File: src/pfit_pkg.sv
// ----------------------------------------------------------------------------
// pfit_pkg
// Shared constants, codes and controller command type for the plane fit unit.
// ----------------------------------------------------------------------------
package pfit_pkg;

  localparam int COORD_BITS_DEFAULT = 16;
  localparam int RES_BITS           = 54;
  localparam int TOL_BITS           = 16;
  localparam int FUNC_BITS          = 2;
  localparam int IDX_BITS           = 2;
  localparam int POINT_COUNT        = 3;

  localparam logic [TOL_BITS-1:0] TOL_RESET       = 16'd5;
  localparam logic [IDX_BITS-1:0] POINT_INDEX_MAX = 2'd2;

  typedef enum logic [FUNC_BITS-1:0] {
    FUNC_LOAD    = 2'd0,
    FUNC_COMPUTE = 2'd1,
    FUNC_TEST    = 2'd2,
    FUNC_NONE    = 2'd3
  } func_t;

  typedef enum logic [3:0] {
    ST_IDLE,
    ST_EDGE,
    ST_CROSS_A,
    ST_CROSS_B,
    ST_NORM,
    ST_MUL_OFF,
    ST_OFFSET,
    ST_TEST_MUL,
    ST_FIN
  } state_t;

  typedef enum logic [2:0] {
    MUL_NONE,
    MUL_CROSS_A,
    MUL_CROSS_B,
    MUL_OFFSET,
    MUL_TEST
  } mul_sel_t;

  typedef struct packed {
    logic     capture;
    logic     load_point;
    logic     edge_en;
    mul_sel_t mul_sel;
    logic     norm_first;
    logic     norm_sub;
    logic     degen_en;
    logic     offset_en;
    logic     out_load;
  } cmd_t;

endpackage

File: src/pfit_ctrl.sv
// ----------------------------------------------------------------------------
// pfit_ctrl
// Sequencer for the plane fit unit: input and output handshakes and the
// step order for load, compute and test beats.
// ----------------------------------------------------------------------------
module pfit_ctrl (
  input  logic                           clk,
  input  logic                           rst,
  input  logic                           in_valid,
  input  logic [pfit_pkg::FUNC_BITS-1:0] func,
  input  logic                           out_stall,
  output logic                           in_stall,
  output logic                           out_valid,
  output pfit_pkg::cmd_t                 cmd
);

  pfit_pkg::state_t state;
  pfit_pkg::state_t state_next;
  logic             out_valid_next;
  logic             out_free;
  logic             fin_go;
  logic             in_accept;
  pfit_pkg::state_t dispatch;

  assign out_free  = !out_valid || !out_stall;
  assign fin_go    = (state == pfit_pkg::ST_FIN) && out_free;
  assign in_stall  = !((state == pfit_pkg::ST_IDLE) || fin_go);
  assign in_accept = in_valid && !in_stall;

  always_comb begin
    case (pfit_pkg::func_t'(func))
      pfit_pkg::FUNC_COMPUTE: dispatch = pfit_pkg::ST_EDGE;
      pfit_pkg::FUNC_TEST:    dispatch = pfit_pkg::ST_TEST_MUL;
      default:                dispatch = pfit_pkg::ST_FIN;
    endcase
  end

  always_comb begin
    state_next = state;
    case (state)
      pfit_pkg::ST_IDLE: begin
        if (in_accept) begin
          state_next = dispatch;
        end
      end
      pfit_pkg::ST_EDGE:     state_next = pfit_pkg::ST_CROSS_A;
      pfit_pkg::ST_CROSS_A:  state_next = pfit_pkg::ST_CROSS_B;
      pfit_pkg::ST_CROSS_B:  state_next = pfit_pkg::ST_NORM;
      pfit_pkg::ST_NORM:     state_next = pfit_pkg::ST_MUL_OFF;
      pfit_pkg::ST_MUL_OFF:  state_next = pfit_pkg::ST_OFFSET;
      pfit_pkg::ST_OFFSET:   state_next = pfit_pkg::ST_FIN;
      pfit_pkg::ST_TEST_MUL: state_next = pfit_pkg::ST_FIN;
      pfit_pkg::ST_FIN: begin
        if (fin_go) begin
          state_next = in_accept ? dispatch : pfit_pkg::ST_IDLE;
        end
      end
      default: state_next = pfit_pkg::ST_IDLE;
    endcase
  end

  always_comb begin
    cmd            = '0;
    cmd.mul_sel    = pfit_pkg::MUL_NONE;
    cmd.capture    = in_accept;
    cmd.load_point = fin_go;
    cmd.out_load   = fin_go;
    case (state)
      pfit_pkg::ST_EDGE:     cmd.edge_en = 1'b1;
      pfit_pkg::ST_CROSS_A:  cmd.mul_sel = pfit_pkg::MUL_CROSS_A;
      pfit_pkg::ST_CROSS_B: begin
        cmd.mul_sel    = pfit_pkg::MUL_CROSS_B;
        cmd.norm_first = 1'b1;
      end
      pfit_pkg::ST_NORM:     cmd.norm_sub = 1'b1;
      pfit_pkg::ST_MUL_OFF: begin
        cmd.mul_sel  = pfit_pkg::MUL_OFFSET;
        cmd.degen_en = 1'b1;
      end
      pfit_pkg::ST_OFFSET:   cmd.offset_en = 1'b1;
      pfit_pkg::ST_TEST_MUL: cmd.mul_sel = pfit_pkg::MUL_TEST;
      default: ;
    endcase
  end

  always_comb begin
    out_valid_next = out_valid;
    if (fin_go) begin
      out_valid_next = 1'b1;
    end else if (out_valid && !out_stall) begin
      out_valid_next = 1'b0;
    end
  end

  always_ff @(posedge clk) begin
    if (rst) begin
      state     <= pfit_pkg::ST_IDLE;
      out_valid <= 1'b0;
    end else begin
      state     <= state_next;
      out_valid <= out_valid_next;
    end
  end

endmodule

File: config.mk
export PLATFORM = sky130hd
export DESIGN_NAME = pfit_ctrl
export DESIGN_NICKNAME = d
export VERILOG_FILES = /design/src/pfit_pkg.sv /design/src/pfit_ctrl.sv
export SDC_FILE = /design/constraint.sdc
export NUM_CORES = 1
export LEC_CHECK = 0
export BUFFER_PORTS_ARGS = -buffer_cell sky130_fd_sc_hd__clkbuf_2
export CELL_PAD_IN_SITES_DETAIL_PLACEMENT = 1
export CELL_PAD_IN_SITES_GLOBAL_PLACEMENT = 2
export CORE_MARGIN = 2
export CORE_UTILIZATION = 25
export CTS_BUF_LIST = sky130_fd_sc_hd__clkbuf_4 sky130_fd_sc_hd__clkbuf_8
export DETAILED_ROUTE_END_ITERATION = 7
export GPL_ROUTABILITY_DRIVEN = 1
export GPL_TIMING_DRIVEN = 0
export MAX_ROUTING_LAYER = met4
export PLACE_DENSITY = 0.87
export RECOVER_POWER = 25
export SYNTH_ARGS = -nofsm -noshare
export SYNTH_HDL_FRONTEND = slang
export SYNTH_SLANG_ARGS = --single-unit
File: constraint.sdc
create_clock -name clk -period 1.3 [get_ports clk]
set_input_delay 0.195 -clock clk [delete_from_list [all_inputs] [get_ports clk]]
set_output_delay 0.195 -clock clk [all_outputs]
set_load 0.01 [all_outputs]
Word level (Yosys, flattened, before mapping)

Index checks and enable logic that the tools add are counted.

Flip-flop bits (word level): 5
Input bits: 6
Word-level logic and storage cells: 39

Eq/ne operators: 12
Muxes and demuxes: 13
Reduce and logical (&&, ||, !) cells: 12

Operators by type and width:

| cell                                                | count |
|---|---|
| one-hot mux 4 bit (8 select lines)                  | 1 |
| equality test 4 x 3 -> 1 bit, second input constant | 4 |
| two-way mux 4 bit                                   | 3 |
| one-hot mux 3 bit (4 select lines)                  | 1 |
| equality test 4 x 2 -> 1 bit, second input constant | 2 |
| one-hot mux 4 bit (2 select lines)                  | 1 |
| two-way mux 1 bit                                   | 7 |
| equality test 4 x 1 -> 1 bit, second input constant | 1 |
| equality test 4 bit, second input constant          | 1 |
| zero test 4 bit                                     | 1 |
| inequality test 2 bit, second input constant        | 2 |
| logical AND 1 bit                                   | 3 |
| zero test 1 bit                                     | 3 |
| equality test 2 x 1 -> 1 bit, second input constant | 1 |
| equality test 2 bit, second input constant          | 1 |
| logical OR 1 bit                                    | 2 |
| AND reduction 2 bit                                 | 1 |
| nonzero test 2 bit                                  | 1 |
| OR reduction 2 bit                                  | 1 |

Logic depth before layout (Yosys ltp)

Depth in word-level cells: 8
Depth in mapped cells: 6

Least setup slack after synthesis

No wires, ideal clock.

Path kind: register to output
From: register state[1]
To: output port cmd[6] (netlist bit)
Arrival: 1,072 ps
Data required time: 1,105 ps
Path slack: 33 ps
Cell stages (with the launch flop): 4
Cell sequence: dfxtp_1 or2b_1 nor2_1 or2_1

RTL lines:

| element                  | line             | text |
|---|---|---|
| start: declaration       | pfit_ctrl.sv:17  | `pfit_pkg::state_t state;` |
| start signal: assignment | pfit_ctrl.sv:97  | `state <= pfit_pkg::ST_IDLE;` |
| start signal: assignment | pfit_ctrl.sv:100 | `state <= state_next;` |
| end: declaration         | pfit_ctrl.sv:14  | `output pfit_pkg::cmd_t cmd` |

Worst setup path in the final report

From: register state[0]
To: output port cmd[9] (netlist bit)

Word-level cells in the longest chain between the ends: 2

Ends and longest elaborated chain:

| element             | line            | text |
|---|---|---|
| equality test 4 bit | pfit_ctrl.sv:26 | `assign fin_go = (state == pfit_pkg::ST_FIN) && out_free;` |
| logical AND 1 bit   | pfit_ctrl.sv:26 |  |

No other way between the ends.

==> flow_results.xml <==
<?xml version="1.0" encoding="UTF-8"?>
<metrics>
  <group name="run_status">
    <metric name="result_of_the_run" unit="">finished with violations</metric>
    <metric name="violations" unit="">setup timing</metric>
  </group>
  <group name="cells_and_area">
    <metric name="design.final.nets" unit="">107</metric>
    <metric name="final.fill_count" unit="">228</metric>
    <metric name="fin_util" unit="">0.4870</metric>
    <metric name="area_growth" unit="%">83.11</metric>
    <metric name="post_route_cells_drive_above_1_share" unit="">0.6162</metric>
    <metric name="antenna_cells" unit="">0</metric>
    <metric name="final_design_area_no_fill" unit="um^2">840.8</metric>
    <metric name="post_route_non_filler_standard_cell_count" unit="">124</metric>
  </group>
  <group name="yosys">
    <metric name="post_synth_inst_count" unit="">63</metric>
    <metric name="postSynthRegisterBits" unit="">5</metric>
    <metric name="synth_top_cells_by_count" unit="">8 x nand2_1, 8 x nor2_1, 6 x a21oi_1, 5 x dfxtp_1</metric>
    <metric name="synthesis.area" unit="um^2">459.2</metric>
    <metric name="synth_top_cell_area_share" unit="">0.2180</metric>
    <metric name="synth_sequential_area_ratio" unit="">0.2180</metric>
    <metric name="post_synth_num_cell_types" unit="">29</metric>
    <metric name="ys_top_cells_by_area" unit="">dfxtp_1 22%, a21oi_1 6.5%, nand2_1 6.5%</metric>
    <metric name="synth-async-reset-ratio" unit="">0</metric>
    <metric name="syn-mean-instance-area" unit="um^2">7.289</metric>
    <metric name="synth_edf_count" unit="">0</metric>
    <metric name="yosys_top_cell_by_area" unit="">dfxtp_1</metric>
    <metric name="synth_flop_cell" unit="">dfxtp_1</metric>
    <metric name="yosys_warning_total" unit="">0</metric>
    <metric name="postSynthNetCount" unit="">70</metric>
  </group>
  <group name="worst_setup_path">
    <metric name="worst_setup_path_start_kind" unit="">flip-flop</metric>
    <metric name="end_kind" unit="">primary output</metric>
    <metric name="cpPeakStageDelay" unit="ps">380</metric>
    <metric name="worst-path-max-fanout" unit="">7</metric>
    <metric name="critical_path_class" unit="">reg -&gt; out</metric>
    <metric name="critical_path.top_delay_family" unit="">simple AND/OR/NAND/NOR gates</metric>
    <metric name="crit_path_top_delay_cell" unit="">dfxtp_4</metric>
    <metric name="crit_path_cell_trace" unit="">nor3_4 &gt; and2_4 &gt; buf_4 &gt; buf_6</metric>
    <metric name="ff2ff_setup_slack" unit="ps">20</metric>
    <metric name="worst_ep_arrival_time" unit="ps">1250</metric>
    <metric name="worst_ep_required_time" unit="ps">1110</metric>
    <metric name="timing.critical_path.buf_inv" unit="">2</metric>
  </group>
  <group name="global_routing">
    <metric name="grt_overflow_total" unit="">0</metric>
    <metric name="grt_antenna_before_repair" unit="">0</metric>
    <metric name="grt_first_pass_wirelength" unit="um">2449</metric>
    <metric name="grt_start_max_net_pins" unit="">11</metric>
    <metric name="grt_pass1_vias" unit="">564</metric>
    <metric name="grt_usage" unit="">0.1620</metric>
  </group>
  <group name="sta">
    <metric name="tns" unit="ps">-756.5</metric>
    <metric name="post-route-worst-setup-slack" unit="ps">-142.9</metric>
    <metric name="period_share" unit="">1.110</metric>
    <metric name="hold_slack" unit="ps">197.4</metric>
    <metric name="clock.fmax" unit="MHz">693.1</metric>
    <metric name="worst_slew_margin_rel" unit="">0.7768</metric>
    <metric name="setup_violations" unit="">10</metric>
    <metric name="worst-slew-pin-transition" unit="ps">330.7</metric>
    <metric name="clock_skew" unit="ps">0.2692</metric>
    <metric name="timing.final.hold_violations" unit="">0</metric>
    <metric name="rsz0062_at_grt" unit="">true</metric>
    <metric name="layout_min_cycle_time" unit="ps">1443</metric>
    <metric name="final_max_slew_viol_count" unit="">0</metric>
  </group>
  <group name="floorplan">
    <metric name="die_h" unit="um">46.86</metric>
    <metric name="coreArea" unit="um^2">1727</metric>
    <metric name="ioPinCount" unit="">19</metric>
    <metric name="rows" unit="">15</metric>
    <metric name="floorplan.initialDensity" unit="">0.2659</metric>
    <metric name="design.die.area" unit="um^2">2195</metric>
    <metric name="die_x" unit="um">46.86</metric>
  </group>
  <group name="clock_tree">
    <metric name="tritoncts" unit="">yes</metric>
    <metric name="cts_max_path_buffers" unit="">2</metric>
    <metric name="clk_pin_slew_worst_paths" unit="ps">50</metric>
    <metric name="cts_root_buf" unit="">clkbuf_4</metric>
    <metric name="clk_latency" unit="ps">240</metric>
    <metric name="numCtsBuffers" unit="">3</metric>
    <metric name="cts-hold-fix-buffers" unit="">0</metric>
    <metric name="cts.sink_count" unit="">5</metric>
    <metric name="cts.htree.levels" unit="">1</metric>
  </group>
  <group name="power">
    <metric name="power.leakage" unit="nW">0.3958</metric>
    <metric name="p_per_cell_area" unit="nW/um^2">1294</metric>
    <metric name="vdd_drop_max" unit="mV">0.6149</metric>
  </group>
  <group name="placed_design">
    <metric name="dp.cells" unit="">106</metric>
    <metric name="gp_routability_congestion" unit="">0.7542</metric>
    <metric name="portBuffers" unit="">18</metric>
    <metric name="placedInstanceArea" unit="um^2">580.6</metric>
    <metric name="hpwlAfterDp" unit="um">1053</metric>
  </group>
  <group name="drt">
    <metric name="violation_count_after_the_first_detailed_route_iteration" unit="">4</metric>
    <metric name="route.final.wire_length" unit="um">1612</metric>
    <metric name="route.vias.total" unit="">585</metric>
    <metric name="vias_per_cell" unit="">4.718</metric>
    <metric name="detailed_route_wire_length_per_cell" unit="um">13.00</metric>
    <metric name="antenna_violating_nets_left" unit="">0</metric>
    <metric name="drc" unit="">0</metric>
    <metric name="first_pass_iters" unit="">3</metric>
  </group>
  <group name="job">
    <metric name="maxCapViolations" unit="">0</metric>
  </group>
  <group name="hold_path">
    <metric name="holdCritPathClass" unit="">in -&gt; reg</metric>
  </group>
</metrics>
[area by class of cell]
class,count,area (um^2),area share
repair buffers,34,252.7,0.3006
inverters,3,11.26,0.01339
multi-input cells,49,359.1,0.4271
clock buffers,4,30.03,0.03571
well taps,25,31.28,0.03720
flip-flops and latches,5,115.1,0.1369
plain buffers,4,41.29,0.04911
[path summary, 6_finish.rpt]
path	startpoint	depth (start not counted)	endpoint
worst max-delay path	state[0]$_SDFFE_PP0P_	4	cmd[9]
worst min-delay path	rst	2	out_valid$_SDFFE_PP0P_
worst max register to register	state[2]$_SDFFE_PP0P_	4	state[1]$_SDFFE_PP0P_
worst min register to register	out_valid$_SDFFE_PP0P_	2	out_valid$_SDFFE_PP0P_
[per-layer routing]
layer  vias up  global-route usage  routed length (um)
met5         -                   -                   0
met4         0              0.1056                  14
met3         2             0.01538                  48
met2        14              0.2575                 806
met1       282              0.1927                 743
li1        287                   -                   -
[cells by family after synthesis]
| kind of cell | after synthesis | synth area share |
|---|---|---|
| compound gates | 15 | 0.2098 |
| fa+ha+maj | 1 | 0.02724 |
| buf+inv | 9 | 0.1335 |
| flops | 5 | 0.2180 |
| mux | 1 | 0.02452 |
| simple gates | 32 | 0.3869 |
[sequential cells by signal, indices dropped and copies added, names as in the netlist]
signal and flops:
out_valid 1, state 4
[through the flow]
step	setup WS, ps	total power, mW
after CTS	-161.3	0.9862
after floorplan	32.55	0.4835
after global routing	-208.7	1.161
after global placement	-101.8	0.5925
final	-142.9	1.088
after detailed placement	-107.3	0.6035
[where the power goes]
part / total (mW) / internal, mW / switching, mW
Sequential: 0.240 / 0.184 / 0.0561
Combinational: 0.641 / 0.366 / 0.275
Clock: 0.206 / 0.137 / 0.0692
[timing repair]
action,CTS,global route
pin swaps,11,7
endpoints found under the setup margin,13,14
resized for setup,24,24
buffers inserted,12,6
[layout by cell type (no fill, tap or decap), types with 2 or more instances in the layout]
| cell type | synthesis | layout |
|---|---|---|
| a21oi_1 | 6 | 5 |
| buf_2 | 1 | 8 |
| buf_4 | 3 | 14 |
| buf_6 | 2 | 8 |
| buf_8 | 0 | 2 |
| clkbuf_2 | 0 | 5 |
| clkbuf_4 | 0 | 4 |
| dfxtp_4 | 0 | 4 |
| inv_1 | 3 | 3 |
| nand2_1 | 8 | 5 |
| nand2_2 | 0 | 2 |
| nor2_1 | 8 | 5 |
| nor2_2 | 0 | 2 |
| nor3_2 | 0 | 2 |
| nor3_4 | 1 | 2 |
| o21a_1 | 3 | 3 |
| or2b_1 | 2 | 2 |
No activity file was read; power rests on OpenSTA's default activity.
